## config.mk

```make
export PLATFORM = sky130hd
export DESIGN_NAME = nearest_point_classifier_2d_top
export DESIGN_NICKNAME = d
export VERILOG_FILES = /design/src/sv/npc_pkg.sv /design/src/sv/nearest_point_classifier_2d_top.sv /design/src/sv/npc_dist.sv
export SDC_FILE = /design/constraint.sdc
export NUM_CORES = 1
export LEC_CHECK = 0
export ABC_CLOCK_PERIOD_IN_PS = 4800
export BUFFER_PORTS_ARGS = -buffer_cell sky130_fd_sc_hd__clkbuf_2
export CORE_MARGIN = 2
export CORE_UTILIZATION = 35
export DETAILED_ROUTE_END_ITERATION = 10
export PLACE_DENSITY = 0.49
export SYNTH_ARGS = -nofsm -noshare
export SYNTH_HDL_FRONTEND = slang
export SYNTH_SLANG_ARGS = --single-unit
```

## constraint.sdc

```tcl
create_clock -name clk -period 4.8 [get_ports clk]
set_clock_uncertainty 0.2 [all_clocks]
set_input_delay 0.72 -clock clk [delete_from_list [all_inputs] [get_ports clk]]
set_output_delay 0.72 -clock clk [all_outputs]
set_load 0.005 [all_outputs]
```

## src/sv/npc_pkg.sv

```systemverilog
// Shared types, widths and codes for the nearest point classifier.
package npc_pkg;

  localparam int GRID_SIZE_DEF  = 256;
  localparam int MAX_POINTS_DEF = 64;

  localparam int TEMP_W = 8;
  localparam int PREC_W = 10;
  localparam int CLS_W  = 8;
  localparam int CELL_W = 8;
  localparam int R_W    = 9;            // signed temperature span
  localparam int XR_W   = 18;           // cell * span products
  localparam int DT_W   = 19;           // signed axis offsets
  localparam int MT_W   = DT_W + PREC_W + 1;
  localparam int MP_W   = DT_W + R_W;
  localparam int SQT_W  = 2 * MT_W;
  localparam int SQP_W  = 2 * MP_W;
  localparam int D_W    = 57;           // scaled squared distance

  typedef enum logic [1:0] {
    ST_OK    = 2'd0,
    ST_RANGE = 2'd1,
    ST_EMPTY = 2'd2,
    ST_FULL  = 2'd3
  } status_t;

  typedef enum logic {
    OP_ADD   = 1'b0,
    OP_QUERY = 1'b1
  } op_t;

  typedef enum logic [1:0] {
    S_IDLE,
    S_EXEC,
    S_SCAN,
    S_RESULT
  } state_t;

  localparam logic [1:0] REG_MIN_TEMP   = 2'd0;
  localparam logic [1:0] REG_MAX_TEMP   = 2'd1;
  localparam logic [1:0] REG_MAX_PRECIP = 2'd2;

  typedef struct packed {
    logic [CLS_W-1:0]         cls;
    logic [PREC_W-1:0]        p;
    logic signed [TEMP_W-1:0] t;
  } point_t;

  typedef struct packed {
    logic valid;
    logic first;
    logic last;
  } tag_t;

  typedef struct packed {
    logic signed [XR_W-1:0]   xr;
    logic [XR_W-1:0]          yp;
    logic signed [TEMP_W-1:0] min_temp;
    logic signed [R_W-1:0]    r;
    logic [PREC_W-1:0]        pr;
  } query_t;

  typedef struct packed {
    tag_t             tag;
    logic [CLS_W-1:0] cls;
    logic [D_W-1:0]   d;
  } dist_t;

endpackage

```

## src/sv/nearest_point_classifier_2d_top.sv

```systemverilog
// Each item is taken in the idle state and passes through execute, a point scan for a query
// over a non-empty store, and result; the next item is taken once the result is loaded.
// A scan feeds one point per cycle from the single read port of the point memory into the
// distance pipe.
// Reset: limits return to -30 / 50 / 500 and the point count to zero; memory is not cleared.
// Top level: item sequencer, point memory, configuration registers, result register.
module nearest_point_classifier_2d_top #(
  parameter int GRID_SIZE  = npc_pkg::GRID_SIZE_DEF,
  parameter int MAX_POINTS = npc_pkg::MAX_POINTS_DEF
) (
  input  logic        clk,
  input  logic        rst,
  input  logic        s_tvalid,
  output logic        s_tready,
  // point_temp[7:0], point_precip[17:8], point_class[25:18], cell_x[33:26], cell_y[41:34]
  input  logic [47:0] s_tdata,
  // op[0]
  input  logic [0:0]  s_tuser,
  output logic        m_tvalid,
  input  logic        m_tready,
  // nearest_class[7:0], status[9:8]
  output logic [15:0] m_tdata,
  input  logic        psel,
  input  logic        penable,
  input  logic        pwrite,
  input  logic [3:0]  paddr,
  input  logic [31:0] pwdata,
  output logic [31:0] prdata,
  output logic        pready
);

  localparam int AW = (MAX_POINTS > 1) ? $clog2(MAX_POINTS) : 1;
  localparam int CW = $clog2(MAX_POINTS + 1);
  localparam logic [npc_pkg::CELL_W-1:0] G1 = npc_pkg::CELL_W'(GRID_SIZE - 1);

  // configuration
  logic signed [npc_pkg::TEMP_W-1:0] min_temp, max_temp;
  logic [npc_pkg::PREC_W-1:0]        max_precip;

  // sequencer and item
  npc_pkg::state_t             state, state_next;
  npc_pkg::op_t                it_op;
  npc_pkg::point_t             it_pt;
  logic [npc_pkg::CELL_W-1:0]  it_x, it_y, x_c, y_c;
  logic [CW-1:0]               count, issue_idx;
  logic                        issuing, out_of_range, full, out_load;
  logic signed [npc_pkg::R_W-1:0] r_c;

  // memory path
  npc_pkg::point_t mem [MAX_POINTS];
  npc_pkg::point_t rd_data;
  npc_pkg::tag_t   rd_tag;
  npc_pkg::query_t qry;
  npc_pkg::dist_t  dres;

  // result
  logic [npc_pkg::D_W-1:0]   best_d;
  logic [npc_pkg::CLS_W-1:0] res_cls;
  npc_pkg::status_t          res_status;

  assign pready   = 1'b1;
  assign s_tready = (state == npc_pkg::S_IDLE);

  always_ff @(posedge clk) begin
    if (rst) begin
      min_temp   <= -8'sd30;
      max_temp   <= 8'sd50;
      max_precip <= 10'd500;
    end else if (psel && penable && pwrite) begin
      case (paddr[3:2])
        npc_pkg::REG_MIN_TEMP:   min_temp   <= $signed(pwdata[7:0]);
        npc_pkg::REG_MAX_TEMP:   max_temp   <= $signed(pwdata[7:0]);
        npc_pkg::REG_MAX_PRECIP: max_precip <= pwdata[9:0];
        default: ;
      endcase
    end
  end

  always_comb begin
    case (paddr[3:2])
      npc_pkg::REG_MIN_TEMP:   prdata = {{24{min_temp[7]}}, min_temp};
      npc_pkg::REG_MAX_TEMP:   prdata = {{24{max_temp[7]}}, max_temp};
      npc_pkg::REG_MAX_PRECIP: prdata = {22'd0, max_precip};
      default:                 prdata = 32'd0;
    endcase
  end

  assign out_of_range = ($signed(it_pt.t) < min_temp) || ($signed(it_pt.t) >= max_temp)
                     || (it_pt.p >= max_precip);
  assign full     = (count == CW'(MAX_POINTS));
  assign x_c      = (it_x > G1) ? G1 : it_x;
  assign y_c      = (it_y > G1) ? G1 : it_y;
  assign r_c      = $signed({max_temp[7], max_temp}) - $signed({min_temp[7], min_temp});
  assign issuing  = (state == npc_pkg::S_SCAN) && (issue_idx < count);
  assign out_load = !m_tvalid || m_tready;

  always_ff @(posedge clk) begin
    if (rst) begin
      state <= npc_pkg::S_IDLE;
    end else begin
      state <= state_next;
    end
  end

  always_comb begin
    state_next = state;
    case (state)
      npc_pkg::S_IDLE: begin
        if (s_tvalid) state_next = npc_pkg::S_EXEC;
      end
      npc_pkg::S_EXEC: begin
        if (it_op == npc_pkg::OP_QUERY && count != '0) state_next = npc_pkg::S_SCAN;
        else state_next = npc_pkg::S_RESULT;
      end
      npc_pkg::S_SCAN: begin
        if (dres.tag.valid && dres.tag.last) state_next = npc_pkg::S_RESULT;
      end
      npc_pkg::S_RESULT: begin
        if (out_load) state_next = npc_pkg::S_IDLE;
      end
      default: state_next = npc_pkg::S_IDLE;
    endcase
  end

  // item capture
  always_ff @(posedge clk) begin
    if (s_tvalid && s_tready) begin
      it_op     <= npc_pkg::op_t'(s_tuser[0]);
      it_pt.t   <= $signed(s_tdata[7:0]);
      it_pt.p   <= s_tdata[17:8];
      it_pt.cls <= s_tdata[25:18];
      it_x      <= s_tdata[33:26];
      it_y      <= s_tdata[41:34];
    end
  end

  // point memory: one write port, one registered read port
  always_ff @(posedge clk) begin
    if (state == npc_pkg::S_EXEC && it_op == npc_pkg::OP_ADD && !out_of_range && !full) begin
      mem[count[AW-1:0]] <= it_pt;
    end
    rd_data <= mem[issue_idx[AW-1:0]];
  end

  always_ff @(posedge clk) begin
    if (rst) begin
      count     <= '0;
      issue_idx <= '0;
      rd_tag    <= '0;
    end else begin
      rd_tag.valid <= issuing;
      rd_tag.first <= (issue_idx == '0);
      rd_tag.last  <= (issue_idx == count - CW'(1));
      if (state == npc_pkg::S_EXEC) begin
        issue_idx <= '0;
        if (it_op == npc_pkg::OP_ADD && !out_of_range && !full) count <= count + CW'(1);
      end else if (issuing) begin
        issue_idx <= issue_idx + CW'(1);
      end
    end
  end

  // query constants and best-point tracking
  always_ff @(posedge clk) begin
    if (state == npc_pkg::S_EXEC) begin
      qry.xr       <= $signed({1'b0, x_c}) * r_c;
      qry.yp       <= y_c * max_precip;
      qry.r        <= r_c;
      qry.pr       <= max_precip;
      qry.min_temp <= min_temp;
      res_cls      <= '0;
      if (it_op == npc_pkg::OP_ADD) begin
        if (out_of_range)  res_status <= npc_pkg::ST_RANGE;
        else if (full)     res_status <= npc_pkg::ST_FULL;
        else               res_status <= npc_pkg::ST_OK;
      end else begin
        res_status <= (count == '0) ? npc_pkg::ST_EMPTY : npc_pkg::ST_OK;
      end
    end else if (dres.tag.valid && (dres.tag.first || dres.d < best_d)) begin
      // strict compare keeps the earliest point on ties
      best_d  <= dres.d;
      res_cls <= dres.cls;
    end
  end

  // output register
  always_ff @(posedge clk) begin
    if (rst) begin
      m_tvalid <= 1'b0;
    end else if (state == npc_pkg::S_RESULT && out_load) begin
      m_tvalid <= 1'b1;
    end else if (m_tready) begin
      m_tvalid <= 1'b0;
    end
  end

  always_ff @(posedge clk) begin
    if (state == npc_pkg::S_RESULT && out_load) begin
      m_tdata <= {6'd0, res_status, res_cls};
    end
  end

  npc_dist #(
    .GRID_SIZE(GRID_SIZE)
  ) u_dist (
    .clk   (clk),
    .rst   (rst),
    .in_tag(rd_tag),
    .in_pt (rd_data),
    .qry   (qry),
    .res   (dres)
  );

endmodule

```

## src/sv/npc_dist.sv

```systemverilog
// Three-stage distance pipeline: axis offsets, scaling, squares and sum.
module npc_dist #(
  parameter int GRID_SIZE = npc_pkg::GRID_SIZE_DEF
) (
  input  logic            clk,
  input  logic            rst,
  input  npc_pkg::tag_t   in_tag,
  input  npc_pkg::point_t in_pt,
  input  npc_pkg::query_t qry,
  output npc_pkg::dist_t  res
);

  localparam logic [7:0]        G1  = 8'(GRID_SIZE - 1);
  localparam logic signed [8:0] G1S = $signed({1'b0, G1});

  // stage 1
  logic signed [npc_pkg::R_W-1:0]  toff;
  logic signed [npc_pkg::XR_W-1:0] tg;
  logic [npc_pkg::XR_W-1:0]        pg;
  logic signed [npc_pkg::DT_W-1:0] dt1, dp1;
  npc_pkg::tag_t                   tag1;
  logic [npc_pkg::CLS_W-1:0]       cls1;

  // stage 2
  logic signed [npc_pkg::MT_W-1:0] mt2;
  logic signed [npc_pkg::MP_W-1:0] mp2;
  npc_pkg::tag_t                   tag2;
  logic [npc_pkg::CLS_W-1:0]       cls2;

  // stage 3
  logic signed [npc_pkg::SQT_W-1:0] st_full;
  logic signed [npc_pkg::SQP_W-1:0] sp_full;
  logic [npc_pkg::D_W-1:0]          sqt3, sqp3;
  npc_pkg::tag_t                    tag3;
  logic [npc_pkg::CLS_W-1:0]        cls3;

  assign toff = $signed({in_pt.t[npc_pkg::TEMP_W-1], in_pt.t})
              - $signed({qry.min_temp[npc_pkg::TEMP_W-1], qry.min_temp});
  assign tg = toff * G1S;
  assign pg = in_pt.p * G1;

  assign st_full = mt2 * mt2;
  assign sp_full = mp2 * mp2;

  always_ff @(posedge clk) begin
    if (rst) begin
      tag1 <= '0;
      tag2 <= '0;
      tag3 <= '0;
    end else begin
      tag1 <= in_tag;
      tag2 <= tag1;
      tag3 <= tag2;
    end
  end

  always_ff @(posedge clk) begin
    dt1  <= $signed({qry.xr[npc_pkg::XR_W-1], qry.xr}) - $signed({tg[npc_pkg::XR_W-1], tg});
    dp1  <= $signed({1'b0, qry.yp}) - $signed({1'b0, pg});
    cls1 <= in_pt.cls;

    mt2  <= dt1 * $signed({1'b0, qry.pr});
    mp2  <= dp1 * $signed(qry.r);
    cls2 <= cls1;

    // squares stay below 2^55, the low bits carry the whole value
    sqt3 <= st_full[npc_pkg::D_W-1:0];
    sqp3 <= sp_full[npc_pkg::D_W-1:0];
    cls3 <= cls2;
  end

  assign res.tag = tag3;
  assign res.cls = cls3;
  assign res.d   = sqt3 + sqp3;

endmodule

```

After elaboration in Yosys (flattened, before gate mapping)
Memories as Yosys holds them, arrays and structs flattened. A register that Yosys moved wholly into a read port is not among the register bits.
Cells that the tools add are included.
{ "word_totals": {"ramBits": 1664, "mem_count": 1, "regBits": 122, "output_inout_bits": 51, "in_bits": 92, "word_cells": 87} }
{ "memory_table": {"columns": ["memory", "words", "word_bits", "read_ports", "rd_ports_with_merged_regs", "wr", "line", "source"], "rows": [
  ["mem", 64, 26, 1, 1, 1, "nearest_point_classifier_2d_top.sv:50", "npc_pkg::point_t mem [MAX_POINTS];"]
]} }
{ "classes": {"mux": 14, "n_eq_ne": 10, "addsub": 3, "reduce_logical": 29, "order_cmp": 4, "bitwise": 1} }
{ "ops": {"columns": ["op", "n"], "rows": [
  ["32-bit one-hot mux with 3 select lines", 1],
  ["7-bit by 1-bit adder with 7-bit output, second input constant", 2],
  ["2-bit two-way mux", 7],
  ["1-bit logical AND", 12],
  ["10-bit greater-or-equal comparator", 1],
  ["8-bit greater-or-equal comparator", 1],
  ["8-bit less-than comparator", 1],
  ["2-bit one-hot mux with 4 select lines", 1],
  ["2-bit AND reduction", 4],
  ["7-bit == test", 1],
  ["7-bit == test, second input constant", 1],
  ["7-bit logical NOT", 1],
  ["7-bit less-than comparator", 1],
  ["7-bit nonzero test", 1],
  ["7-bit by 1-bit subtractor with 7-bit output, second input constant", 1],
  ["2-bit == test, second input constant", 3],
  ["1-bit two-way mux", 5],
  ["2-bit by 1-bit == test with 1-bit output, second input constant", 2],
  ["2-bit logical NOT", 2],
  ["2-bit != test, second input constant", 2],
  ["1-bit logical NOT", 3],
  ["1-bit logical OR", 3],
  ["3-bit AND reduction", 1],
  ["2-bit by 1-bit != test with 1-bit output, second input constant", 1],
  ["other kinds (3)", 3]
]} }

Longest topological paths before layout
{ "depth": {"ltp_word": 8, "ltp_mapped": 12, "mapped_depth_nobuf": 8} }

Cells and area by module
A second synthesis with hierarchy kept.
{ "unflattened": {"hier_cells": 4033, "area_unflattened_um2": 80479.7} }
{ "modules_own_cells": {"columns": ["module", "cells_per_inst", "instances", "seq_area_each_um2", "area_per_inst_um2"], "rows": [
  ["nearest_point_classifier_2d_top", 3933, 1, 56824.5, 79331.1],
  ["npc_dist", 100, 1, 660.6, 1148.6]
]} }

Worst setup path before layout
Ideal clock, no wire load.
{ "synth_path": {"path_kind": "register to register", "startpoint": "reg it_pt[7] in the netlist's numbering", "endpoint": "mem mem[52][18] in the netlist's numbering, enable pin", "arrival_time_ps": 2875, "setup_slack_ps": 1327, "path_stages_with_launch": 10, "path_buffers": 2, "synth_period_minus_slack_ps": 3473, "t_required_ps": 4202, "setup_ps": 398, "path_cell_list": "edfxtp_1 ha_1 and4_1 o21ai_1 o32a_1 a211oi_1 buf_2 nand2_1 clkbuf_1 nor4b_1"} }
{ "synth_via": {"elab_chain_cells": 8, "word_cells_on_any_way": 9, "cone_classes": "order compare: 2; mux: 2; reduce/logical: 5"} }
{ "synth_rtl": {"columns": ["element", "line", "source"], "rows": [
  ["start: declaration", "nearest_point_classifier_2d_top.sv:43", "npc_pkg::point_t it_pt;"],
  ["8-bit less-than comparator / 8-bit greater-or-equal comparator (equally long branches)", "nearest_point_classifier_2d_top.sv:88", "assign out_of_range = ($signed(it_pt.t) < min_temp) || ($signed(it_pt.t) >= max_temp)"],
  ["1-bit logical OR (*)", "nearest_point_classifier_2d_top.sv:88", null],
  ["1-bit logical OR (*)", "nearest_point_classifier_2d_top.sv:89", "|| (it_pt.p >= max_precip);"],
  ["1-bit logical NOT (*)", "nearest_point_classifier_2d_top.sv:139", "if (state == npc_pkg::S_EXEC && it_op == npc_pkg::OP_ADD && !out_of_range && !full) begin"],
  ["1-bit logical AND (*) (2 in a row)", "nearest_point_classifier_2d_top.sv:139", null],
  ["1-bit two-way mux (*)", "nearest_point_classifier_2d_top.sv:139", null],
  ["1-bit two-way mux (implied by the code) (*)", "nearest_point_classifier_2d_top.sv:140", "mem[count[AW-1:0]] <= it_pt;"],
  ["end: declaration", "nearest_point_classifier_2d_top.sv:50", null]
]} }
Mark *: on every way between the ends. The rest lies on a longest branch, timed or not.

Worst setup path in the final report
{ "layout_path": {"startpoint": "reg count[1]", "endpoint": "mem mem[47][22] in the netlist's numbering, enable pin"} }
{ "layout_via": {"elab_chain_cells": 5} }
{ "layout_rtl": {"columns": ["element", "line", "source"], "rows": [
  ["start: declaration", "nearest_point_classifier_2d_top.sv:45", "logic [CW-1:0] count, issue_idx;"],
  ["start signal: assignment", "nearest_point_classifier_2d_top.sv:156", "if (it_op == npc_pkg::OP_ADD && !out_of_range && !full) count <= count + CW'(1);"],
  ["7-bit == test", "nearest_point_classifier_2d_top.sv:90", "assign full = (count == CW'(MAX_POINTS));"],
  ["1-bit logical NOT", "nearest_point_classifier_2d_top.sv:139", null],
  ["1-bit logical AND", "nearest_point_classifier_2d_top.sv:139", null],
  ["1-bit two-way mux", "nearest_point_classifier_2d_top.sv:139", null],
  ["1-bit two-way mux (implied by the code)", "nearest_point_classifier_2d_top.sv:140", null]
]} }
Parallel ways exist; a longest one is shown, timed or not.

==> results.cfg <==
[clocking]
clockRootBuffer = clkbuf_16
htree_num_levels = 3
cts-root-to-sink-buffers = 3
insertion_delay_ns = 0.63
cts.reportedPaths.clkPinSlew_ns = 0.06
cts_resized = 0
cts_setup_buffers = 0
cts_tree = yes
cts_sinks = 642
cts_made_buffers = 71
ctsHoldBuffers = 0

[worst_setup_path]
crit_type = flop to flop
worstSetupStartpoint = count[1]
worstPathRequired_ns = 4.83
reg2reg_depth = 7
crit_path_max_fanout = 16
rr_endpoint = mem[47][22]
r2r-start = count[1]
crit_path_end_kind = flop
critPathArrivalTime_ns = 4.22
reg2reg_slack_ns = 0.61
start_kind = flop

[placement]
hpwlAfterDp_mm = 37.65
io_buffer_count = 89
place.gp.congestion = 0.8152
place_ws_ns = 0.7216
placed_cell_area_um2 = 26990

[sta]
hold_violations = 0
finalCritPeriodShare = 0.8731
fin_setup_tns_ns = 0
finalSetupViolations = 0
timing.hold.ws_ns = 0.08080
slew_viol_final = 0
worst_pin_slew_ns = 1.313
setup_slack_ns = 0.6094
fin_crit_ns = 4.191
slew_headroom = 0.1245
rsz0062_at_grt = false
max_freq_ghz = 0.2386

[global_routing]
grt_pass1_vias = 13343
antenna_found_initial = 2
grt_first_pass_wirelength_mm = 88.24
grt_usage = 0.1621
grt_max_degree = 65
overflow = 0

[detailed_routing]
wirelength_mm = 59.58
ant_nets = 0
met2_length_mm = 28.77
num_vias = 13098
dr_wl_met3_mm = 2.527
drt_iter0_drc = 1112
drt-vias-per-instance = 5.114
post_drt_wl_per_cell_um = 23.26
highest_layer = met4
wl_met1_mm = 26.90
drc = 0
dr.pass1.iters = 5

[floorplan]
io_pins = 143
die_area_um2 = 74200
die_w_um = 272.4
die_h_um = 272.4
core_um2 = 71360
start_util = 0.3533
rows = 98

[synthesis]
synth_top_area_frac = 0.6562
yosys-top-cells-area = edfxtp_1 (66%), mux4_2 (11%), dfxtp_1 (7.2%)
yosysTopAreaCell = edfxtp_1
synth_cell_types = 54
seq_area_frac_synth = 0.7285
ys_ff_latch = 642
avgSynthCellArea_um2 = 17.67
syn_inst = 1427
syn-cell-area_um2 = 25210
synth-main-ff-cell = edfxtp_1
ys.warnings.count = 0
synthArstFlopShare = 0
synth_edf_count = 551

[finish]
syn2layout_area_growth_pct = 16.09
finalNetCount = 1690
drive_gt1_frac = 0.2547
fill_cells = 6454
design_area_um2 = 29270

[worst_hold_path]
min_path_type = primary input to flop
hold_end = it_pt[13]
hold_depth = 1
hold_start = s_tdata[13]

[power_and_ir_drop]
power_leakage_nw = 9.598
finalPower_w = 0.01248
vdd.ir_drop.worst_v = 0.0003412
power_density_nw_per_um2 = 426.4

[flow_run]
cap_violations = 0

[outcome]
outcome = finished clean
[report_power, final]
group | total, W | switching (W) | internal, W
combinational | 0.000655 | 0.000481 | 0.000174
clock | 0.00529 | 0.00218 | 0.00312
sequential | 0.00653 | 0.000133 | 0.00640
total | 0.0125 | 0.00279 | 0.00969
[sequential cells by signal, summed over array words and instances (netlist names), 8 cells and up]
signal,count
max_precip,10
res_cls,8
it_pt,26
min_temp,8
u_dist.cls2,8
m_tdata,10
max_temp,8
rd_data,8
u_dist.cls3,8
u_dist.cls1,8
mem,512
[cell families after synthesis]
kind of cell               count (synthesis)  share of synthesized area
AOI/OAI and AO/OA                        165                    0.04640
muxes                                    155                     0.1253
adders and majority gates                 40                    0.01985
and+or+nand+nor                          266                    0.04923
DFF                                      642                     0.7285
xor gates and xnor gates                  10                   0.003474
buffers and inverters                    147                    0.02699
other                                      2                  0.0002978
[critical path, stage by stage, from the launching register on]
cell and delay (ns):
dfxtp_1 0.62, inv_1 0.27, ha_1 0.27, and3_1 0.18, a21oi_1 0.17, and3_1 0.46, nand3_1 0.64, nor2_1 0.97
[cells in the mapped netlist (3+ instances only)]
library cell and instances:
ha_1 40, nor3_1 22, mux2i_1 25, a21o_1 3, buf_1 9, nand3_1 26
mux4_2 128, nand3b_1 5, a221oi_1 16, a22oi_1 40, o221ai_1 8, a211o_1 11
nand4_1 8, edfxtp_1 551, buf_2 19, xnor2_1 8, a22o_1 16, clkbuf_1 52
nor2b_1 15, inv_1 39, and3_1 3, dfxtp_1 91, o21ai_0 21, nand2b_1 4
a211oi_1 3, nor2_1 93, nand2_1 62, buf_4 28, nor4_1 11, a21oi_1 33
or3_1 6
[cells in the final DEF (no fill, tap or decap), drive strengths merged, types with 24 or more instances in the layout]
cell type | synthesis | layout
mux4 | 128 | 128
ha | 40 | 40
edfxtp | 551 | 551
nor2 | 93 | 93
nand3 | 26 | 26
mux2i | 25 | 25
clkbuf | 52 | 178
inv | 39 | 42
dfxtp | 91 | 91
a21oi | 33 | 33
clkinv | 0 | 24
a22oi | 40 | 40
buf | 56 | 72
nand2 | 62 | 62
[area by class of cell]
cell class / instances / area (µm²) / share of cell area
diodes: 1 / 2.502 / 0.00008549
clock buffers: 89 / 1917 / 0.06548
clock inverters: 36 / 362.8 / 0.01240
inverters: 39 / 146.4 / 0.005001
multi-input cells: 643 / 6243 / 0.2133
flip-flops and latches: 642 / 18380 / 0.6277
well taps: 950 / 1189 / 0.04061
repair buffers: 161 / 1036 / 0.03539
[worst max path at each step]
stage             endpoint  slack [ns]  depth (start not counted)
2_1_floorplan  mem[52][18]        1.33                          9
3_3_place_gp   mem[39][21]        0.75                          8
3_5_place_dp   mem[47][22]        0.72                          8
4_1_cts        mem[47][23]        0.68                          8
5_1_grt        mem[47][22]        0.32                          7
6_report       mem[47][22]        0.61                          7
[stage by stage]
step,instances,util
finish,2561,0.4102
global route,2561,0.4102
CTS,2560,0.4101
detailed placement,2435,0.3782
global placement,2435,0.3782
floorplan,1432,-
[routing by layer]
metal / vias up / GRT usage
met5: - / 0
met2: 306 / 0.2603
met3: 90 / 0.02636
met4: 0 / 0.04988
met1: 6801 / 0.2267
li1: 5901 / -
No activity file was read; power rests on OpenSTA's default activity.
